$ cat src/rtl/tta_pkg.sv
`default_nettype none

package tta_pkg;

    // Register file layout.
    localparam int SIZE_REGS    = 4;
    localparam int SIZE_W       = 9;
    localparam int AXIS_FIELD_W = 2;
    localparam int AXIS_W       = 8;
    localparam int CFG_IDX_W    = 3;
    localparam int CFG_DATA_W   = 9;

    // Payload widths.
    localparam int DATA_W  = 32;
    localparam int INDEX_W = 32;

    localparam logic [CFG_IDX_W-1:0] REG_SIZE_DIM0  = 3'd0;
    localparam logic [CFG_IDX_W-1:0] REG_SIZE_DIM1  = 3'd1;
    localparam logic [CFG_IDX_W-1:0] REG_SIZE_DIM2  = 3'd2;
    localparam logic [CFG_IDX_W-1:0] REG_SIZE_DIM3  = 3'd3;
    localparam logic [CFG_IDX_W-1:0] REG_AXIS_ORDER = 3'd4;

    localparam logic [SIZE_W-1:0] SIZE_RESET = 9'd1;
    localparam logic [AXIS_W-1:0] AXIS_RESET = 8'd228;

    typedef logic [AXIS_FIELD_W-1:0] axis_sel_t;

    typedef struct packed {
        logic advance;
        logic restart;
    } odo_ctrl_t;

endpackage

`default_nettype wire

$ cat src/rtl/tensor_transpose_address_generator_unit.sv
`default_nettype none

// Transposing address generator. Takes one word per cycle in source
// row-major order and presents for each accepted source word a result
// word: the element's row-major index in the permuted tensor, with the
// value passed through. The source word is registered when it is accepted,
// the products are registered in the next stage, and the summed index is
// registered in the stage after that; res_stall can hold each stage.
// Source coordinates come from a per-dimension odometer, so no divider is
// needed; the index is the sum of coordinate times stride, with the
// multipliers and the adder tree in separate stages. The output strides are
// computed by a small multiplier chain from the size and axis order
// registers; while it settles, src_stall is held high by a settle counter
// that is reloaded at reset and at every configuration write.
// Outside the settle window the block sustains one word per cycle as long as
// res_stall stays low.
module tensor_transpose_address_generator_unit
    import tta_pkg::*;
#(
    parameter int MAX_RANK = 4,
    parameter int DIM_BITS = 8
) (
    input  wire logic                  clk,
    input  wire logic                  rst_n,

    input  wire logic                  cfg_valid,
    output logic                       cfg_ready,
    input  wire logic [CFG_IDX_W-1:0]  cfg_index,
    input  wire logic [CFG_DATA_W-1:0] cfg_data,

    input  wire logic                  src_valid,
    output logic                       src_stall,
    input  wire logic [DATA_W-1:0]     element_value,
    input  wire logic                  first,

    output logic                       res_valid,
    input  wire logic                  res_stall,
    output logic      [INDEX_W-1:0]    dest_index,
    output logic      [DATA_W-1:0]     element_out,
    output logic                       last,
    output logic                       order_error
);

    localparam int XW       = (SIZE_W > DIM_BITS) ? SIZE_W : DIM_BITS;
    localparam int SETTLE   = MAX_RANK + 1;
    localparam int SETTLE_W = $clog2(SETTLE + 1);
    localparam logic [XW-1:0] POS_MAX = XW'((64'd1 << DIM_BITS) - 64'd1);

    logic [SIZE_W-1:0]   size_reg [SIZE_REGS];
    logic [AXIS_W-1:0]   axis_reg;
    logic [SETTLE_W-1:0] settle_reg;
    logic                cfg_write;

    logic [DIM_BITS-1:0] extm1      [MAX_RANK];
    logic [INDEX_W-1:0]  src_stride [MAX_RANK];
    logic                bad;

    odo_ctrl_t           odo_ctrl;
    logic [DIM_BITS-1:0] pos_use [MAX_RANK];
    logic                is_last;

    logic                src_accept;
    logic                a_free;
    logic                b_free;
    logic                c_take;

    logic                a_valid_reg;
    logic [DIM_BITS-1:0] a_pos_reg [MAX_RANK];
    logic [DATA_W-1:0]   a_value_reg;
    logic                a_last_reg;

    logic                b_valid_reg;
    logic [INDEX_W-1:0]  b_prod_reg [MAX_RANK];
    logic [DATA_W-1:0]   b_value_reg;
    logic                b_last_reg;

    logic                c_valid_reg;
    logic [INDEX_W-1:0]  c_index_reg;
    logic [DATA_W-1:0]   c_value_reg;
    logic                c_last_reg;
    logic                c_error_reg;
    logic [INDEX_W-1:0]  dest_sum;

    // ---------------- configuration ----------------

    assign cfg_ready = 1'b1;
    assign cfg_write = cfg_valid & cfg_ready;

    always_ff @(posedge clk or negedge rst_n)
    begin
        if (!rst_n)
        begin
            for (int d = 0; d < SIZE_REGS; d++)
            begin
                size_reg[d] <= SIZE_RESET;
            end
            axis_reg <= AXIS_RESET;
        end
        else if (cfg_write)
        begin
            unique case (cfg_index)
                REG_SIZE_DIM0:  size_reg[0] <= cfg_data;
                REG_SIZE_DIM1:  size_reg[1] <= cfg_data;
                REG_SIZE_DIM2:  size_reg[2] <= cfg_data;
                REG_SIZE_DIM3:  size_reg[3] <= cfg_data;
                REG_AXIS_ORDER: axis_reg    <= cfg_data[AXIS_W-1:0];
                default:        ;
            endcase
        end
    end

    always_ff @(posedge clk or negedge rst_n)
    begin
        if (!rst_n)
        begin
            settle_reg <= SETTLE_W'(SETTLE);
        end
        else if (cfg_write)
        begin
            settle_reg <= SETTLE_W'(SETTLE);
        end
        else if (settle_reg != '0)
        begin
            settle_reg <= settle_reg - 1'b1;
        end
    end

    // Final coordinate of each source axis: size zero acts as one, and
    // sizes above the counter range are clamped to it.
    for (genvar d = 0; d < MAX_RANK; d++)
    begin : g_ext
        if (d < SIZE_REGS)
        begin : g_reg
            logic [XW-1:0] em1;
            assign em1      = (size_reg[d] == '0) ? '0 : XW'(size_reg[d]) - 1'b1;
            assign extm1[d] = DIM_BITS'((em1 > POS_MAX) ? POS_MAX : em1);
        end
        else
        begin : g_unit
            assign extm1[d] = '0;
        end
    end

    tta_stride #(
        .MAX_RANK (MAX_RANK),
        .DIM_BITS (DIM_BITS)
    ) u_stride (
        .clk        (clk),
        .rst_n      (rst_n),
        .axis_order (axis_reg),
        .extm1      (extm1),
        .src_stride (src_stride),
        .bad        (bad)
    );

    // ---------------- pipeline control ----------------

    assign c_take     = !c_valid_reg || !res_stall;
    assign b_free     = !b_valid_reg || c_take;
    assign a_free     = !a_valid_reg || b_free;
    assign src_stall  = !a_free || (settle_reg != '0);
    assign src_accept = src_valid && !src_stall;

    assign odo_ctrl.advance = src_accept;
    assign odo_ctrl.restart = first;

    tta_odometer #(
        .MAX_RANK (MAX_RANK),
        .DIM_BITS (DIM_BITS)
    ) u_odometer (
        .clk     (clk),
        .rst_n   (rst_n),
        .ctrl    (odo_ctrl),
        .extm1   (extm1),
        .pos_use (pos_use),
        .is_last (is_last)
    );

    always_ff @(posedge clk or negedge rst_n)
    begin
        if (!rst_n)
        begin
            a_valid_reg <= 1'b0;
            b_valid_reg <= 1'b0;
            c_valid_reg <= 1'b0;
        end
        else
        begin
            if (a_free)
            begin
                a_valid_reg <= src_accept;
            end
            if (b_free)
            begin
                b_valid_reg <= a_valid_reg;
            end
            if (c_take)
            begin
                c_valid_reg <= b_valid_reg;
            end
        end
    end

    // ---------------- datapath ----------------

    always_comb
    begin
        dest_sum = '0;
        for (int d = 0; d < MAX_RANK; d++)
        begin
            dest_sum = dest_sum + b_prod_reg[d];
        end
    end

    always_ff @(posedge clk)
    begin
        if (src_accept)
        begin
            a_pos_reg   <= pos_use;
            a_value_reg <= element_value;
            a_last_reg  <= is_last;
        end
        if (a_valid_reg && b_free)
        begin
            for (int d = 0; d < MAX_RANK; d++)
            begin
                b_prod_reg[d] <= INDEX_W'(src_stride[d] * a_pos_reg[d]);
            end
            b_value_reg <= a_value_reg;
            b_last_reg  <= a_last_reg;
        end
        if (b_valid_reg && c_take)
        begin
            c_index_reg <= bad ? '0 : dest_sum;
            c_value_reg <= b_value_reg;
            c_last_reg  <= b_last_reg;
            c_error_reg <= bad;
        end
    end

    assign res_valid   = c_valid_reg;
    assign dest_index  = c_index_reg;
    assign element_out = c_value_reg;
    assign last        = c_last_reg;
    assign order_error = c_error_reg;

endmodule

`default_nettype wire

$ cat src/rtl/tta_odometer.sv
`default_nettype none

module tta_odometer
    import tta_pkg::*;
#(
    parameter int MAX_RANK = 4,
    parameter int DIM_BITS = 8
) (
    input  wire logic                clk,
    input  wire logic                rst_n,
    input  wire odo_ctrl_t           ctrl,
    input  wire logic [DIM_BITS-1:0] extm1 [MAX_RANK],
    output logic      [DIM_BITS-1:0] pos_use [MAX_RANK],
    output logic                     is_last
);

    logic [DIM_BITS-1:0] pos_reg  [MAX_RANK];
    logic [DIM_BITS-1:0] pos_next [MAX_RANK];
    logic [MAX_RANK-1:0] at_end;

    always_comb
    begin
        for (int d = 0; d < MAX_RANK; d++)
        begin
            pos_use[d] = ctrl.restart ? '0 : pos_reg[d];
            // A counter beyond a shrunken extent still counts as final.
            at_end[d]  = (pos_use[d] >= extm1[d]);
        end
        is_last = &at_end;
    end

    // Innermost dimension counts fastest; the carry ripples outward.
    always_comb
    begin
        logic carry;
        carry = 1'b1;
        for (int d = MAX_RANK - 1; d >= 0; d--)
        begin
            if (carry)
            begin
                pos_next[d] = at_end[d] ? '0 : pos_use[d] + 1'b1;
            end
            else
            begin
                pos_next[d] = pos_use[d];
            end
            carry = carry & at_end[d];
        end
    end

    always_ff @(posedge clk or negedge rst_n)
    begin
        if (!rst_n)
        begin
            for (int d = 0; d < MAX_RANK; d++)
            begin
                pos_reg[d] <= '0;
            end
        end
        else if (ctrl.advance)
        begin
            pos_reg <= pos_next;
        end
    end

endmodule

`default_nettype wire

$ cat src/rtl/tta_stride.sv
`default_nettype none

module tta_stride
    import tta_pkg::*;
#(
    parameter int MAX_RANK = 4,
    parameter int DIM_BITS = 8
) (
    input  wire logic                clk,
    input  wire logic                rst_n,
    input  wire logic [AXIS_W-1:0]   axis_order,
    input  wire logic [DIM_BITS-1:0] extm1 [MAX_RANK],
    output logic      [INDEX_W-1:0]  src_stride [MAX_RANK],
    output logic                     bad
);

    axis_sel_t           perm    [MAX_RANK];
    logic [DIM_BITS:0]   ext_sel [MAX_RANK];
    logic [INDEX_W-1:0]  stride_reg   [MAX_RANK];
    logic [INDEX_W-1:0]  stride_next  [MAX_RANK];
    logic [INDEX_W-1:0]  sstride_reg  [MAX_RANK];
    logic [INDEX_W-1:0]  sstride_next [MAX_RANK];
    logic                bad_reg;
    logic                bad_next;

    // Output axes past the register's four fields read source axis zero.
    for (genvar i = 0; i < MAX_RANK; i++)
    begin : g_perm
        if (i < AXIS_W / AXIS_FIELD_W)
        begin : g_field
            assign perm[i] = axis_order[AXIS_FIELD_W*i +: AXIS_FIELD_W];
        end
        else
        begin : g_zero
            assign perm[i] = '0;
        end
    end

    always_comb
    begin
        bad_next = 1'b0;
        for (int i = 0; i < MAX_RANK; i++)
        begin
            if (int'(perm[i]) >= MAX_RANK)
            begin
                bad_next = 1'b1;
            end
            for (int j = 0; j < i; j++)
            begin
                if (perm[i] == perm[j])
                begin
                    bad_next = 1'b1;
                end
            end
        end
    end

    always_comb
    begin
        for (int i = 0; i < MAX_RANK; i++)
        begin
            ext_sel[i] = (DIM_BITS+1)'(1);
            for (int d = 0; d < MAX_RANK; d++)
            begin
                if (int'(perm[i]) == d)
                begin
                    ext_sel[i] = {1'b0, extm1[d]} + 1'b1;
                end
            end
        end
    end

    // Strides of the output tensor settle one axis per cycle, innermost first.
    always_comb
    begin
        stride_next[MAX_RANK-1] = INDEX_W'(1);
        for (int i = 0; i < MAX_RANK - 1; i++)
        begin
            stride_next[i] = INDEX_W'(stride_reg[i+1] * ext_sel[i+1]);
        end
    end

    // Each source axis picks up the stride of the output axis it feeds.
    always_comb
    begin
        for (int d = 0; d < MAX_RANK; d++)
        begin
            sstride_next[d] = '0;
            for (int i = 0; i < MAX_RANK; i++)
            begin
                if (int'(perm[i]) == d)
                begin
                    sstride_next[d] = sstride_next[d] | stride_reg[i];
                end
            end
        end
    end

    always_ff @(posedge clk)
    begin
        stride_reg  <= stride_next;
        sstride_reg <= sstride_next;
    end

    always_ff @(posedge clk or negedge rst_n)
    begin
        if (!rst_n)
        begin
            bad_reg <= 1'b0;
        end
        else
        begin
            bad_reg <= bad_next;
        end
    end

    assign src_stride = sstride_reg;
    assign bad        = bad_reg;

endmodule

`default_nettype wire

$ cat config.mk
export PLATFORM = sky130hd
export DESIGN_NAME = tensor_transpose_address_generator_unit
export DESIGN_NICKNAME = d
export VERILOG_FILES = /design/src/rtl/tta_pkg.sv /design/src/rtl/tensor_transpose_address_generator_unit.sv /design/src/rtl/tta_odometer.sv /design/src/rtl/tta_stride.sv
export SDC_FILE = /design/constraint.sdc
export NUM_CORES = 2
export LEC_CHECK = 0
export ABC_CLOCK_PERIOD_IN_PS = 6900
export BUFFER_PORTS_ARGS = -buffer_cell sky130_fd_sc_hd__buf_2
export CAP_MARGIN = 20
export CORE_MARGIN = 4
export CORE_UTILIZATION = 30
export DETAILED_ROUTE_END_ITERATION = 7
export PLACE_DENSITY = 0.51
export SYNTH_ARGS = -nofsm -noshare
export SYNTH_HDL_FRONTEND = slang
export SYNTH_SLANG_ARGS = --single-unit
$ cat constraint.sdc
create_clock -name clk -period 6.9 [get_ports clk]
set_input_delay 0.69 -clock clk [delete_from_list [all_inputs] [get_ports clk]]
set_output_delay 0.69 -clock clk [all_outputs]
set_load 0.005 [all_outputs]
==> flow_results.org <==
** Run status
- Result of the run :: finished with violations
- The final reports fail on negative setup slack.

** Placed design
- Area after detailed placement :: 0.0609 mm²
- Routability Congestion :: 0.876
- The HPWL after detailed placement is 125000 µm.
- Buffers placed on the I/O ports in this run total 117.

** Timing
- Max Clock Freq :: 144 MHz
- Final-report hold violation count :: 0
- Final worst path period share :: 1.01
- Worst slew margin relative to its limit :: 0.220
- Number of pins exceeding their max-slew limit in the final report :: 0
- Measured slew at the worst slew-check pin :: 1170 ps
- Final critical delay including setup and external delays :: 6950 ps
- Worst Skew :: 35.3 ps
- Setup repair after global routing could not meet its margin everywhere.
- Worst setup margin :: -53.8 ps
- Setup violations remaining at the end of the flow were counted as 2.

** Routing
- In this run, the number of DRC markers left after iteration 0 of detailed routing was 2616.
- WL/cell :: 18.3 µm
- Dividing the detail-routed via count by the number of cells gives 4.75.
- After detailed routing, the number of remaining DRC violations is 0.
- Summing over every cut layer, the via total after detailed routing is 40000.
- Total routed wirelength :: 154000 µm
- Once detail routing completed, the nets flagged for antenna violations numbered 0.
- First-pass iteration count of the detailed router :: 6

** Critical path
- Register-to-Register Path Depth :: 28
- Data on the critical path arrives at its endpoint at 7540 ps.
- Critical path capture point type :: flip-flop
- In this design, the stage delay of the slowest critical-path cell is 590 ps.
- In this design, the critical path's most frequently occurring cell is sky130_fd_sc_hd__fa_1.
- Standard cell with the maximum stage delay on the critical path :: sky130_fd_sc_hd__or4_4
- Nature of the critical path startpoint :: flip-flop
- Endpoint of the worst register-to-register path :: u_stride.stride_reg[122]
- Of all nets on the critical path, the largest fanout is 5.
- The setup check on the worst reg-to-reg path leaves a slack of -50 ps.
- At the worst endpoint, the required time is 7490 ps.
- The worst setup path is of the reg -> reg kind.
- Worst R2R Start :: size_reg[18]

** Floorplanning
- Die Area :: 0.193 mm²
- Number of ports placed on the die boundary :: 119
- The die is 440 µm tall.
- Standard-cell row count :: 158
- In this run the horizontal extent of the chip is 440 µm.
- Core Region :: 0.185 mm²
- Initial core utilization :: 0.302

** Synthesis
- Largest area contributor in the synthesized netlist :: sky130_fd_sc_hd__fa_1
- Post-Synthesis Mean Instance Area :: 10.0 µm²
- Synthesis handed over a netlist of 5587 instances.
- Share of flip-flops with an asynchronous set or reset after synthesis :: 0.152
- For this run, the leading register cell type out of synthesis is sky130_fd_sc_hd__edfxtp_1.
- Number of flops mapped to enable cells by yosys :: 292
- Library cells used by synthesis :: 95
- Ranked by total cell area, the synthesized netlist is headed by sky130_fd_sc_hd__fa_1 30%, sky130_fd_sc_hd__edfxtp_1 16%, sky130_fd_sc_hd__ha_1 7.4%.
- The share of the Yosys chip area taken by registers is 0.256.
- The mapped netlist covers 0.0559 mm².
- The number of nets handed over by synthesis was 6810.
- After synthesis the netlist holds a flip-flop and latch count of 547.
- For this run, the number of Yosys warnings is 0.
- The share of synthesized area in the top cell type comes to 0.301.

** CTS
- The clock reaches the later pin of the worst-skew pair after 690 ps.
- Number of CTS-inserted buffers :: 73
- Cell chosen for the clock root :: sky130_fd_sc_hd__clkbuf_16
- CTS tree :: built
- Sinks on Clock Net :: 547
- After clock tree synthesis, the clock-pin slew on the worst setup and hold paths is 60 ps.
- Depth of the CTS H-tree :: 3
- Max clock buf depth :: 3

** Finish
- Non-Filler Cell Area, Final :: 0.0645 mm²
- Filler instances :: 19000
- Net count reported at finish :: 7102
- Most common library cell in the layout ignoring fill and taps :: sky130_fd_sc_hd__fa_1
- Max reg flops :: 128
- Leaving out fill and tap cells, the most frequent cells in the layout are 840 x sky130_fd_sc_hd__fa_1, 811 x sky130_fd_sc_hd__nand2_1, 747 x sky130_fd_sc_hd__inv_1.
- The area growth from synthesis to layout is 15.4%.
- Area of the multi-input gates :: 0.0388 mm²
- Across the whole layout, storage elements account for 0.0143 mm².
- Share of layout cells above drive strength 1 :: 0.131

** Hold path
- Classification of the worst-slack hold path :: in -> reg
- In this run the most critical hold path is launched from element_value[4].
- Counting instances, the worst hold path has a depth of 1.
- Terminating pin of the worst hold path :: a_value_reg[4]

** GRT
- The initial antenna violation count is 3.
- Entering global routing, the biggest net connects 56 pins.
- Global-route wire length before repair :: 246000 µm
- Grt ovf :: 0
- Tot GR Track Use :: 0.163
- The number of global-route vias before repair came to 42700.

** Flow run
- The tool flagged a number of max-cap violations equal to 0.
## worst max path at each step
stage / from / endpoint / slack (ps) / cells after the start
floorplan: size_reg[25] / u_stride.stride_reg[124] / -10 / 29
global placement: size_reg[18] / u_stride.stride_reg[123] / -260 / 31
detailed placement: size_reg[10] / u_stride.stride_reg[123] / -310 / 30
CTS: size_reg[19] / u_stride.stride_reg[123] / -70 / 28
global route: size_reg[10] / u_stride.stride_reg[123] / -340 / 32
finish: size_reg[18] / u_stride.stride_reg[122] / -50 / 28
## final cells by class
type,count,share of cell area
clock buffer,91,0.0318
antenna,2,0.0000776
multi-input combinational,4078,0.601
tap,2480,0.0481
clock inverter,43,0.00803
inverter,762,0.0444
timing repair buffer,417,0.0454
sequential,547,0.222
## worst max-delay path: cells and delay by family, from the launching register on
family | cells | cell delay [ps]
fa+ha+maj | 5 | 2170
xor+xnor | 2 | 360
buf+inv | 5 | 420
simple gates | 6 | 1810
flops | 1 | 370
compound gates | 10 | 1740
## per-layer routing
| metal | GRT usage | routed length [µm] |
|---|---|---|
| met5 | 0 | 16 |
| met2 | 0.278 | 73700 |
| met4 | 0.0605 | 6090 |
| met1 | 0.212 | 67200 |
| met3 | 0.0222 | 7400 |
## synth_stat cells, drive strengths merged, types with 48 or more instances
cell	n
nand3	53
nand2	818
inv	761
ha	332
dfxtp	172
dfrtp	73
nor2b	86
fa	841
o21ai	170
a21o	60
a21oi	157
edfxtp	292
xor2	72
and2	535
nor3	48
clkbuf	184
nor2	184
xnor2	162
## repair_timing
item / 4_1_cts / 5_1_grt
hold buffers: 1 / 0
buffers inserted: 13 / 12
pin swaps: 32 / 39
gates cloned: 0 / 0
gates resized for setup: 81 / 87
endpoints found under the setup margin: 16 / 19
hold endpoints to repair: 26 / 0
## per-stage QoR
| step | std cells | hold slack [ps] | TNS, ps | util | setup slack, ps |
|---|---|---|---|---|---|
| finish | 8420 | 200 | -70.2 | 0.348 | -53.8 |
| global route | 8418 | 158 | -2560 | 0.348 | -345 |
| CTS | 8404 | 135 | -116 | 0.345 | -73.2 |
| detailed placement | 8256 | 405 | -2420 | 0.329 | -313 |
| global placement | 8255 | 400 | -1790 | 0.329 | -262 |
| floorplan | 5587 | 394 | -23.8 | - | -12.5 |
## cells by family (layout without fill, tap and decap cells)
family,Yosys count,in the layout,share of synthesized area
xor+xnor,234,234,0.0367
buf+inv,962,1313,0.0653
fa+ha+maj,1173,1173,0.375
flops,547,547,0.256
compound gates,720,720,0.0848
simple gates,1893,1893,0.168
mux,57,57,0.0143
other cells,1,3,0.0000671
Power is left out: the tool's default activity adds up to more than one toggle a clock period on the data nets, which glitch-free logic cannot reach.
